$ cat src/efra_pkg.sv
// Package with the types, constants and state codes of the earliest free room allocator.
package efra_pkg;

    // Built maximum number of resources and fixed field widths.
    localparam int MAX_RESOURCES_DEF = 16;
    localparam int TIME_W            = 48;
    localparam int IN_TIME_W         = 32;
    localparam int COUNT_W           = 32;
    localparam int CFG_W             = 5;
    localparam int OUT_IDX_W         = 4;

    // Reset value of the resources_in_use register.
    localparam logic [CFG_W-1:0] CFG_RESET = 5'd16;

    // One job request.
    typedef struct packed {
        logic [IN_TIME_W-1:0] start_time;
        logic [IN_TIME_W-1:0] end_time;
        logic                 last_job;
    } job_t;

    // One grant result.
    typedef struct packed {
        logic [OUT_IDX_W-1:0] assigned_resource;
        logic [TIME_W-1:0]    actual_start;
        logic [TIME_W-1:0]    actual_end;
        logic                 delayed;
        logic [OUT_IDX_W-1:0] most_used_resource;
        logic                 set_done;
    } grant_t;

    // Sequencer states.
    typedef enum logic [1:0] {
        ST_IDLE,
        ST_SCAN,
        ST_UPDATE,
        ST_FINISH
    } state_t;

endpackage

$ cat src/earliest_free_room_allocator_unit.sv
// Earliest free room allocator: scans resource end times with one comparator per job.
// The scan reads one table entry a cycle and stops at the first free resource or at the
// last active one; the job then passes the update and finish states before its grant is
// registered. A new job is taken only once the previous one has left the finish state.
// A finished grant waits in the output register while the next job is taken.
// Reset (rst_n low, asynchronous) clears all tables through valid bits and sets the
// resource count to 16; tables also clear when a job marked last leaves with its grant.
module earliest_free_room_allocator_unit #(
    parameter int MAX_RESOURCES = efra_pkg::MAX_RESOURCES_DEF
) (
    input  logic                          clk,
    input  logic                          rst_n,
    input  logic                          cfg_write_en,
    input  logic [efra_pkg::CFG_W-1:0]    cfg_write_data,
    input  logic                          job_valid,
    output logic                          job_stall,
    input  efra_pkg::job_t                job,
    output logic                          grant_valid,
    input  logic                          grant_stall,
    output efra_pkg::grant_t              grant
);

    localparam int IDX_W     = (MAX_RESOURCES > 1) ? $clog2(MAX_RESOURCES) : 1;
    localparam int RES_CNT_W = $clog2(MAX_RESOURCES + 1);
    localparam int ACT_W     = (RES_CNT_W > efra_pkg::CFG_W) ? RES_CNT_W : efra_pkg::CFG_W;
    localparam int TW        = efra_pkg::TIME_W;
    localparam int ITW       = efra_pkg::IN_TIME_W;
    localparam int CW        = efra_pkg::COUNT_W;

    // Table storage: end times and use counts, validity kept in flip-flops.
    logic [TW-1:0] busy_mem [MAX_RESOURCES];
    logic [CW-1:0] cnt_mem  [MAX_RESOURCES];

    efra_pkg::state_t          state_reg, state_next;
    logic [efra_pkg::CFG_W-1:0] cfg_reg;
    logic [ITW-1:0]            start_reg, start_next;
    logic [ITW-1:0]            dur_reg, dur_next;
    logic                      last_reg, last_next;
    logic [IDX_W-1:0]          last_idx_reg, last_idx_next;
    logic [IDX_W-1:0]          chk_idx_reg, chk_idx_next;
    logic [IDX_W-1:0]          earliest_idx_reg, earliest_idx_next;
    logic [TW-1:0]             earliest_val_reg, earliest_val_next;
    logic                      late_reg, late_next;
    logic [IDX_W-1:0]          pick_reg, pick_next;
    logic [TW-1:0]             act_start_reg, act_start_next;
    logic [TW-1:0]             act_end_reg, act_end_next;
    logic [CW-1:0]             new_cnt_reg, new_cnt_next;
    logic [CW-1:0]             best_cnt_reg, best_cnt_next;
    logic [IDX_W-1:0]          best_idx_reg, best_idx_next;
    logic [MAX_RESOURCES-1:0]  valid_reg, valid_next;
    logic [TW-1:0]             busy_rd_reg;
    logic [CW-1:0]             cnt_rd_reg;
    logic                      vld_rd_reg;
    efra_pkg::grant_t          out_reg, out_next;
    logic                      out_valid_reg, out_valid_next;

    logic                      job_take;
    logic                      out_free;
    logic [IDX_W-1:0]          rd_addr;
    logic                      tbl_we;
    logic [ACT_W-1:0]          active;
    logic [TW-1:0]             entry_busy;
    logic                      free_hit;
    logic                      earlier;
    logic                      scan_end;
    logic [IDX_W-1:0]          scan_pick;
    logic [TW-1:0]             upd_start;
    logic [TW:0]               upd_sum;
    logic [CW-1:0]             cur_cnt;
    logic                      better;
    logic [IDX_W-1:0]          best_idx_upd;

    assign job_stall   = (state_reg != efra_pkg::ST_IDLE);
    assign job_take    = job_valid && !job_stall;
    assign out_free    = !out_valid_reg || !grant_stall;
    assign grant_valid = out_valid_reg;
    assign grant       = out_reg;

    // Number of active resources, with zero taken as one and large values clamped.
    always_comb
    begin
        if (cfg_reg == '0)
        begin
            active = ACT_W'(1);
        end
        else if (ACT_W'(cfg_reg) > ACT_W'(MAX_RESOURCES))
        begin
            active = ACT_W'(MAX_RESOURCES);
        end
        else
        begin
            active = ACT_W'(cfg_reg);
        end
    end

    // Scan compare on the entry that the table read returned this cycle.
    always_comb
    begin
        entry_busy = vld_rd_reg ? busy_rd_reg : '0;
        free_hit   = (entry_busy <= TW'(start_reg));
        earlier    = (chk_idx_reg == '0) || (entry_busy < earliest_val_reg);
        scan_end   = free_hit || (chk_idx_reg == last_idx_reg);
        scan_pick  = free_hit ? chk_idx_reg : (earlier ? chk_idx_reg : earliest_idx_reg);
    end

    // Update arithmetic: delayed start, saturating end time and use count.
    always_comb
    begin
        upd_start = late_reg ? earliest_val_reg : TW'(start_reg);
        upd_sum   = {1'b0, upd_start} + (TW + 1)'(dur_reg);
        cur_cnt   = vld_rd_reg ? cnt_rd_reg : '0;
    end

    // Most-used tracking with the new count of the picked resource.
    always_comb
    begin
        better = (new_cnt_reg > best_cnt_reg) ||
                 ((new_cnt_reg == best_cnt_reg) && (pick_reg < best_idx_reg));
        best_idx_upd = better ? pick_reg : best_idx_reg;
    end

    // Next state.
    always_comb
    begin
        state_next = state_reg;
        case (state_reg)
            efra_pkg::ST_IDLE:
            begin
                if (job_take)
                begin
                    state_next = efra_pkg::ST_SCAN;
                end
            end
            efra_pkg::ST_SCAN:
            begin
                if (scan_end)
                begin
                    state_next = efra_pkg::ST_UPDATE;
                end
            end
            efra_pkg::ST_UPDATE:
            begin
                state_next = efra_pkg::ST_FINISH;
            end
            efra_pkg::ST_FINISH:
            begin
                if (out_free)
                begin
                    state_next = efra_pkg::ST_IDLE;
                end
            end
            default:
            begin
                state_next = efra_pkg::ST_IDLE;
            end
        endcase
    end

    // Datapath and output values for each state.
    always_comb
    begin
        start_next        = start_reg;
        dur_next          = dur_reg;
        last_next         = last_reg;
        last_idx_next     = last_idx_reg;
        chk_idx_next      = chk_idx_reg;
        earliest_idx_next = earliest_idx_reg;
        earliest_val_next = earliest_val_reg;
        late_next         = late_reg;
        pick_next         = pick_reg;
        act_start_next    = act_start_reg;
        act_end_next      = act_end_reg;
        new_cnt_next      = new_cnt_reg;
        best_cnt_next     = best_cnt_reg;
        best_idx_next     = best_idx_reg;
        valid_next        = valid_reg;
        out_next          = out_reg;
        out_valid_next    = out_valid_reg && grant_stall;
        rd_addr           = pick_reg;
        tbl_we            = 1'b0;
        case (state_reg)
            efra_pkg::ST_IDLE:
            begin
                rd_addr = '0;
                if (job_take)
                begin
                    start_next    = job.start_time;
                    dur_next      = (job.end_time > job.start_time) ?
                                    (job.end_time - job.start_time) : '0;
                    last_next     = job.last_job;
                    last_idx_next = IDX_W'(active - ACT_W'(1));
                    chk_idx_next  = '0;
                end
            end
            efra_pkg::ST_SCAN:
            begin
                if (earlier)
                begin
                    earliest_idx_next = chk_idx_reg;
                    earliest_val_next = entry_busy;
                end
                chk_idx_next = chk_idx_reg + IDX_W'(1);
                rd_addr      = chk_idx_reg + IDX_W'(1);
                if (scan_end)
                begin
                    pick_next = scan_pick;
                    late_next = !free_hit;
                    rd_addr   = scan_pick;
                end
            end
            efra_pkg::ST_UPDATE:
            begin
                tbl_we         = 1'b1;
                act_start_next = upd_start;
                act_end_next   = upd_sum[TW] ? '1 : upd_sum[TW-1:0];
                new_cnt_next   = (&cur_cnt) ? cur_cnt : cur_cnt + CW'(1);
                valid_next[pick_reg] = 1'b1;
            end
            efra_pkg::ST_FINISH:
            begin
                if (out_free)
                begin
                    out_next.assigned_resource  = efra_pkg::OUT_IDX_W'(pick_reg);
                    out_next.actual_start       = act_start_reg;
                    out_next.actual_end         = act_end_reg;
                    out_next.delayed            = late_reg;
                    out_next.most_used_resource = efra_pkg::OUT_IDX_W'(best_idx_upd);
                    out_next.set_done           = last_reg;
                    out_valid_next              = 1'b1;
                    if (last_reg)
                    begin
                        best_cnt_next = '0;
                        best_idx_next = '0;
                        valid_next    = '0;
                    end
                    else if (better)
                    begin
                        best_cnt_next = new_cnt_reg;
                        best_idx_next = pick_reg;
                    end
                end
            end
            default:
            begin
                rd_addr = '0;
            end
        endcase
    end

    // Control registers.
    always_ff @(posedge clk or negedge rst_n)
    begin
        if (!rst_n)
        begin
            state_reg     <= efra_pkg::ST_IDLE;
            cfg_reg       <= efra_pkg::CFG_RESET;
            best_cnt_reg  <= '0;
            best_idx_reg  <= '0;
            valid_reg     <= '0;
            out_valid_reg <= 1'b0;
        end
        else
        begin
            state_reg     <= state_next;
            best_cnt_reg  <= best_cnt_next;
            best_idx_reg  <= best_idx_next;
            valid_reg     <= valid_next;
            out_valid_reg <= out_valid_next;
            if (cfg_write_en)
            begin
                cfg_reg <= cfg_write_data;
            end
        end
    end

    // Payload registers.
    always_ff @(posedge clk)
    begin
        start_reg        <= start_next;
        dur_reg          <= dur_next;
        last_reg         <= last_next;
        last_idx_reg     <= last_idx_next;
        chk_idx_reg      <= chk_idx_next;
        earliest_idx_reg <= earliest_idx_next;
        earliest_val_reg <= earliest_val_next;
        late_reg         <= late_next;
        pick_reg         <= pick_next;
        act_start_reg    <= act_start_next;
        act_end_reg      <= act_end_next;
        new_cnt_reg      <= new_cnt_next;
        out_reg          <= out_next;
    end

    // Table memories with a registered read port and one write port.
    always_ff @(posedge clk)
    begin
        if (tbl_we)
        begin
            busy_mem[pick_reg] <= act_end_next;
            cnt_mem[pick_reg]  <= new_cnt_next;
        end
        busy_rd_reg <= busy_mem[rd_addr];
        cnt_rd_reg  <= cnt_mem[rd_addr];
    end

    // Validity of the entry read alongside the table data.
    always_ff @(posedge clk)
    begin
        vld_rd_reg <= valid_reg[rd_addr];
    end

    // A finishing job with a free output register always shows a grant next cycle.
    assert property (@(posedge clk) disable iff (!rst_n)
        (state_reg == efra_pkg::ST_FINISH && out_free) |=> grant_valid)
        else $error("finished job produced no grant");

    // The scan never runs past the last active resource.
    assert property (@(posedge clk) disable iff (!rst_n)
        (state_reg == efra_pkg::ST_SCAN) |-> (chk_idx_reg <= last_idx_reg))
        else $error("scan index beyond active resources");

    // A grant never ends before it starts.
    assert property (@(posedge clk) disable iff (!rst_n)
        grant_valid |-> (grant.actual_end >= grant.actual_start))
        else $error("grant end precedes start");

    // A job that was not delayed starts at its requested 32-bit time.
    assert property (@(posedge clk) disable iff (!rst_n)
        (grant_valid && !grant.delayed) |-> (grant.actual_start[TW-1:ITW] == '0))
        else $error("undelayed grant start out of range");

endmodule

$ cat config.mk
export PLATFORM = sky130hd
export DESIGN_NAME = earliest_free_room_allocator_unit
export DESIGN_NICKNAME = d
export VERILOG_FILES = /design/src/efra_pkg.sv /design/src/earliest_free_room_allocator_unit.sv
export SDC_FILE = /design/constraint.sdc
export NUM_CORES = 2
export LEC_CHECK = 0
export ABC_CLOCK_PERIOD_IN_PS = 9000
export BUFFER_PORTS_ARGS = -buffer_cell sky130_fd_sc_hd__buf_2
export CAP_MARGIN = 20
export CORE_MARGIN = 2
export CORE_UTILIZATION = 50
export CTS_CLUSTER_DIAMETER = 80
export DETAILED_ROUTE_END_ITERATION = 10
export GPL_ROUTABILITY_DRIVEN = 0
export PLACE_DENSITY = 0.69
export SLEW_MARGIN = 20
export SYNTH_ARGS = -nofsm -noshare
export SYNTH_HDL_FRONTEND = slang
export SYNTH_SLANG_ARGS = --single-unit
$ cat constraint.sdc
create_clock -name clk -period 9 [get_ports clk]
set_input_delay 0 -clock clk [delete_from_list [all_inputs] [get_ports clk]]
set_output_delay 0 -clock clk [all_outputs]
set_load 0.02 [all_outputs]
[Yosys cells after proc, flatten, opt, wreduce, memory -nomap -nowiden]
Memories as Yosys holds them, arrays and structs flattened. A register that Yosys moved wholly into a read port is not among the register bits.
Index checks and enable logic that the tools add are counted.
Operators by class
  bitwise logic cells: 1
  magnitude comparators: 9
  mux-type cells: 35
  reduce and logical (&&, ||, !) cells: 28
  add/subtract/negate cells: 5
  equality and inequality tests: 9
Operators by type and width (number)
  $mux W48: 4
  $mux W32: 5
  $gt A32 B32 Y1: 2
  $add A48 B32 Y49: 1
  $le A48 B32 Y1: 1
  $lt A48 B48 Y1: 1
  $add A32 B1 Y32 const B: 1
  $eq A32 B32 Y1: 1
  $mux W16: 2
  $mux W4: 8
  $pmux W16 S2: 1
  $reduce_and A32 Y1: 1
  $sub A32 B32 Y32: 1
  $or A16 B16 Y16: 1
  $pmux W4 S2: 2
  $lt A4 B5 Y1 const B: 2
  $reduce_and A2 Y1: 5
  $reduce_and A3 Y1: 3
  $ne A2 B2 Y1 const B: 4
  $pmux W2 S4: 1
  $reduce_bool A2 Y1: 4
  $mux W1: 7
  $mux W2: 3
  $gt A5 B5 Y1 const B: 1
  15 further kinds: 25
Word-level totals
  memories: 2
  bits in registers: 425
  bits in writable memories: 1280
Memory list
  busy_mem: depth 16, bits a word 48, rd ports 1, clocked after memory_dff 1, wr ports 1, RTL line earliest_free_room_allocator_unit.sv:31  | logic [TW-1:0] busy_mem [MAX_RESOURCES];
  cnt_mem: depth 16, bits a word 32, rd ports 1, clocked after memory_dff 1, wr ports 1, RTL line earliest_free_room_allocator_unit.sv:32  | logic [CW-1:0] cnt_mem [MAX_RESOURCES];

[Logic depth before layout (Yosys ltp)]
  depth after elaboration: 9
  depth in mapped cells: 21
  mapped depth without buffers: 15

[Least setup slack after synthesis]
OpenSTA, ideal clock, no wires.
  path type: register to register
  from: register state_reg[0]
  to: memory busy_mem[3][0] (netlist bit) (enable)
  path buffers: 2
  path slack: 0.353 ns
  clock period less this slack: 8.647 ns
  setup time: 0.616 ns
  stages on the path, launching flop included: 7
  required time: 8.384 ns
  arrival time: 8.031 ns
  cells stage by stage: dfrtp_1 > inv_1 > ha_1 > clkbuf_1 > buf_1 > nand3_1 > nor3_1
On the way
  word-level cells in the longest chain between the ends: 4
RTL lines
  start, declared: RTL line earliest_free_room_allocator_unit.sv:34  | efra_pkg::state_t state_reg, state_next;
  start signal, assigned: RTL line earliest_free_room_allocator_unit.sv:255  | state_reg <= efra_pkg::ST_IDLE;
  start signal, assigned: RTL line earliest_free_room_allocator_unit.sv:264  | state_reg <= state_next;
  $eq A2 B2 Y1: RTL line earliest_free_room_allocator_unit.sv:181  | case (state_reg)
  $mux W1: RTL line earliest_free_room_allocator_unit.sv:181
  $mux W1: RTL line earliest_free_room_allocator_unit.sv:297  | if (tbl_we)
  $mux W1 (implied by the code): RTL line earliest_free_room_allocator_unit.sv:299  | busy_mem[pick_reg] <= act_end_next;
  end, declared: RTL line earliest_free_room_allocator_unit.sv:31
Every way passes these cells.

[Worst setup path in the final report]
  from: register late_reg
  to: memory busy_mem[8][43] (netlist bit) (data pin)
On the way
  word-level cells in the longest chain between the ends: 4
RTL lines
  start, declared: RTL line earliest_free_room_allocator_unit.sv:43  | logic late_reg, late_next;
  start signal, assigned: RTL line earliest_free_room_allocator_unit.sv:286  | late_reg <= late_next;
  $mux W48: RTL line earliest_free_room_allocator_unit.sv:109  | upd_start = late_reg ? earliest_val_reg : TW'(start_reg);
  via upd_start[2]: RTL line earliest_free_room_allocator_unit.sv:67  | logic [TW-1:0] upd_start;
  $add A48 B32 Y49: RTL line earliest_free_room_allocator_unit.sv:110  | upd_sum = {1'b0, upd_start} + (TW + 1)'(dur_reg);
  $mux W48: RTL line earliest_free_room_allocator_unit.sv:215  | act_end_next = upd_sum[TW] ? '1 : upd_sum[TW-1:0];
  $mux W48: RTL line earliest_free_room_allocator_unit.sv:181
  via act_end_next[43]: RTL line earliest_free_room_allocator_unit.sv:46  | logic [TW-1:0] act_end_reg, act_end_next;
The timed path passes the listed nets, and every way through them passes these cells.

==> results.md <==
* Status: completed
* Post-synthesis register bit count at 1,785
* Root Driver: clkbuf_16
* Area grow syn2layout at 13.45%
* Most common cell after layout, fill and taps aside: edfxtp_1
* Final setup viols at 0
* CTS sink cnt at 1,785
* Leakage power at 33.40 nW
* Sequential share of the synthesized area at 0.6797
* Final Util at 0.5694
* IO Port Bufs at 182
* CTS resizes at 0
* Startpoint Class: flop
* Routed len/inst at 23.94 um
* Core area at 151,500 um^2
* Worst R2R Start: late_reg
* Largest register FFs at 768
* CTS Buffer Depth at 3
* Crit path to: busy_mem[8][43]
* GRT Overall Usage at 0.2239
* VDD IR max at 0.5838 mV
* Vias per inst at 5.654
* Largest reg by FF count: busy_mem
* Initial antenna violation count at 6
* Post-Layout Cell Count at 7,369
* Max cap viols at 0
* Final Skew at 72.62 ps
* Slew Limit Fails at 0
* Synth cell types at 84
* Via count at 41,670
* EDFF count, synth at 1,564
* Ys flop type: edfxtp_1
* H-tree Lvls at 4
* Worst skew pair latency at 820 ps
* FF/Latch Area at 51,690 um^2
* # rows at 143
* Final TNS setup at 0 ps
* Most frequent cells in the layout: 1,564 x edfxtp_1, 1,218 x mux2i_1, 211 x inv_1
* Fillers at 11,610
* Part of the power in registers at 0.375
* 1st-iter DRT viols at 3,541
* Combinational fraction of design power at 0.409
* Total Power at 34.34 mW
* Gate Count Post-Synth at 4,784
* R2r setup slk at 2620 ps
* DP HPWL at 102,400 um
* Yosys warns at 0
* Total routed wirelength at 176,400 um
* Reg2reg path depth at 15
* Dpl cells at 6,886
* Reg2reg end: busy_mem[8][43]
* Critical path peak fanout at 81
* Mapped cell area at 76,050 um^2
* Multi-input combinational cell area at 22,150 um^2
* Die W at 394.0 um
* Req. time, crit path at 9470 ps
* Hold WC Path Type: in -> reg
* Arrival time at the worst endpoint at 6840 ps
* Largest net degree at the start of global routing at 131
* Mapped Avg Cell Area at 15.90 um^2
* Final worst path period share at 0.7084
* Gr ovfl total at 0
* Worst Setup End Kind: flop
* Final hold vios at 0
* Final min period at 6376 ps
* Net Count, Synth at 5,044
* CTS Buf Count at 180
* RSZ-0062 raised after global routing: false
* Sw Share at 0.3668
* Crit path launch: late_reg
* DRC Markers at 0
* CTS tree: done
* Int Power at 21.75 mW
* Least-Margin Pin Slew at 1082 ps
* Die height at 394.0 um
* First-pass GRT wire length at 260,900 um
* Final nets at 5,443
* Fraction of layout cells with a size suffix above 1 at 0.1238
* Max Freq at 156.8 MHz
* Switching power at 12.60 mW
* Number of global-route vias before repair at 41,430
* PwrDens at 398.0 nW/um^2
* Clk network pwr share at 0.216
* Slew Limit Headroom at 0.2787
* IO Count at 183
* Final ANT Viol Nets at 0
* Asr flop ratio synth at 0.03361
* Critical setup path kind: reg -> reg
* Worst-path clk slew at 60 ps
* Die area at 155,200 um^2
* Pre-antenna DRT Iters at 5
* Starting Density at 0.5018
[stage by stage]
step	worst slack, ps	hold WS [ps]	cell area (um^2)
2_1_floorplan	352.5	-295.6	76050
3_3_place_gp	2416	178.5	78540
3_5_place_dp	2234	184.8	78580
4_1_cts	2202	160.3	85920
5_1_grt	2144	211.1	86280
6_report	2624	226.1	86280
[cells in the mapped netlist, drive strengths merged (4+ instances only)]
master | count | area share
nand3 | 38 | 0.0025
edfxtp | 1564 | 0.62
clkbuf | 62 | 0.0032
a2111oi | 4 | 0.00054
a21o | 62 | 0.0061
nor3 | 38 | 0.0025
or3 | 11 | 0.00090
and4 | 5 | 0.00058
xor2 | 46 | 0.0053
mux2 | 21 | 0.0031
o21bai | 12 | 0.0012
dfrtp | 59 | 0.019
or2 | 8 | 0.00066
a21oi | 125 | 0.0083
o211ai | 6 | 0.00059
a22oi | 22 | 0.0022
o221ai | 6 | 0.00069
nor2 | 170 | 0.0084
dfxtp | 161 | 0.042
nor2b | 19 | 0.0016
o22ai | 43 | 0.0035
a32o | 17 | 0.0022
inv | 215 | 0.011
a31oi | 32 | 0.0026
xnor2 | 48 | 0.0055
mux2i | 1218 | 0.16
and2 | 72 | 0.0059
o21a | 22 | 0.0022
buf | 132 | 0.022
nand2b | 20 | 0.0016
nand2 | 133 | 0.0066
ha | 183 | 0.030
o21ai | 72 | 0.0049
o2111ai | 7 | 0.00081
a221oi | 5 | 0.00058
a211oi | 5 | 0.00049
a31o | 7 | 0.00081
nor3b | 4 | 0.00039
nor4 | 14 | 0.0012
and3 | 14 | 0.0012
nand4 | 37 | 0.0031
a21boi | 6 | 0.00059
[logic make-up after synthesis]
logic type      share of synthesized area
compound gates                    0.04154
xor+xnor                          0.01083
flops                              0.6797
simple gates                      0.03823
fa+ha+maj                         0.03063
mux                                0.1634
buf+inv                           0.03568
[critical path, stage by stage, from the launching register on]
cell and delay (ps):
edfxtp_1 350, buf_4 560, o21ai_0 310, ha_1 400, nor2b_1 160, o21a_1 140
o21ai_1 130, a221oi_1 400, a221o_1 330, nand4_1 150, a21oi_1 370, o2111ai_1 340
a2111oi_4 910, nor2b_2 290, buf_4 330, a21oi_1 830
[power groups by stage]
| stage | registers, mW | logic (mW) | clock network (mW) |
|---|---|---|---|
| 6_report | 12.9 | 14.1 | 7.42 |
| 5_1_grt | 13.0 | 15.1 | 7.86 |
| 4_1_cts | 12.9 | 13.9 | 7.53 |
| 3_5_place_dp | 13.0 | 13.7 | 0 |
| 3_3_place_gp | 13.0 | 13.5 | 0 |
| 2_1_floorplan | 12.9 | 11.1 | 0 |
[layer usage]
metal,wire length [um],global-route usage
met4,3706,0.05952
met2,82970,0.3596
met3,11170,0.03700
met5,0,0
met1,78590,0.3177
[worst min path at each step]
stage | start | endpoint | slack, ps | depth (start not counted)
floorplan | rst_n | best_cnt_reg[0] | -300 | 0
global placement | job[0] | last_reg | 180 | 1
detailed placement | job[0] | last_reg | 180 | 1
CTS | job[33] | dur_reg[0] | 160 | 4
global route | job[33] | dur_reg[0] | 210 | 4
finish | job[33] | dur_reg[0] | 230 | 4
[final cells by class]
class	count	area share
flip-flops and latches	1785	0.5991
clock buffers	254	0.05777
well taps	2030	0.02944
repair buffers	411	0.03648
multi-input cells	2590	0.2568
inverters	215	0.009469
clock inverters	83	0.01096
diodes	1	0.00002900
[timing repair]
item,in CTS,in global routing
endpoints found under the hold margin,146,0
setup buffers,0,0
hold buffers,141,0
Power figures use the tool's default switching activity.
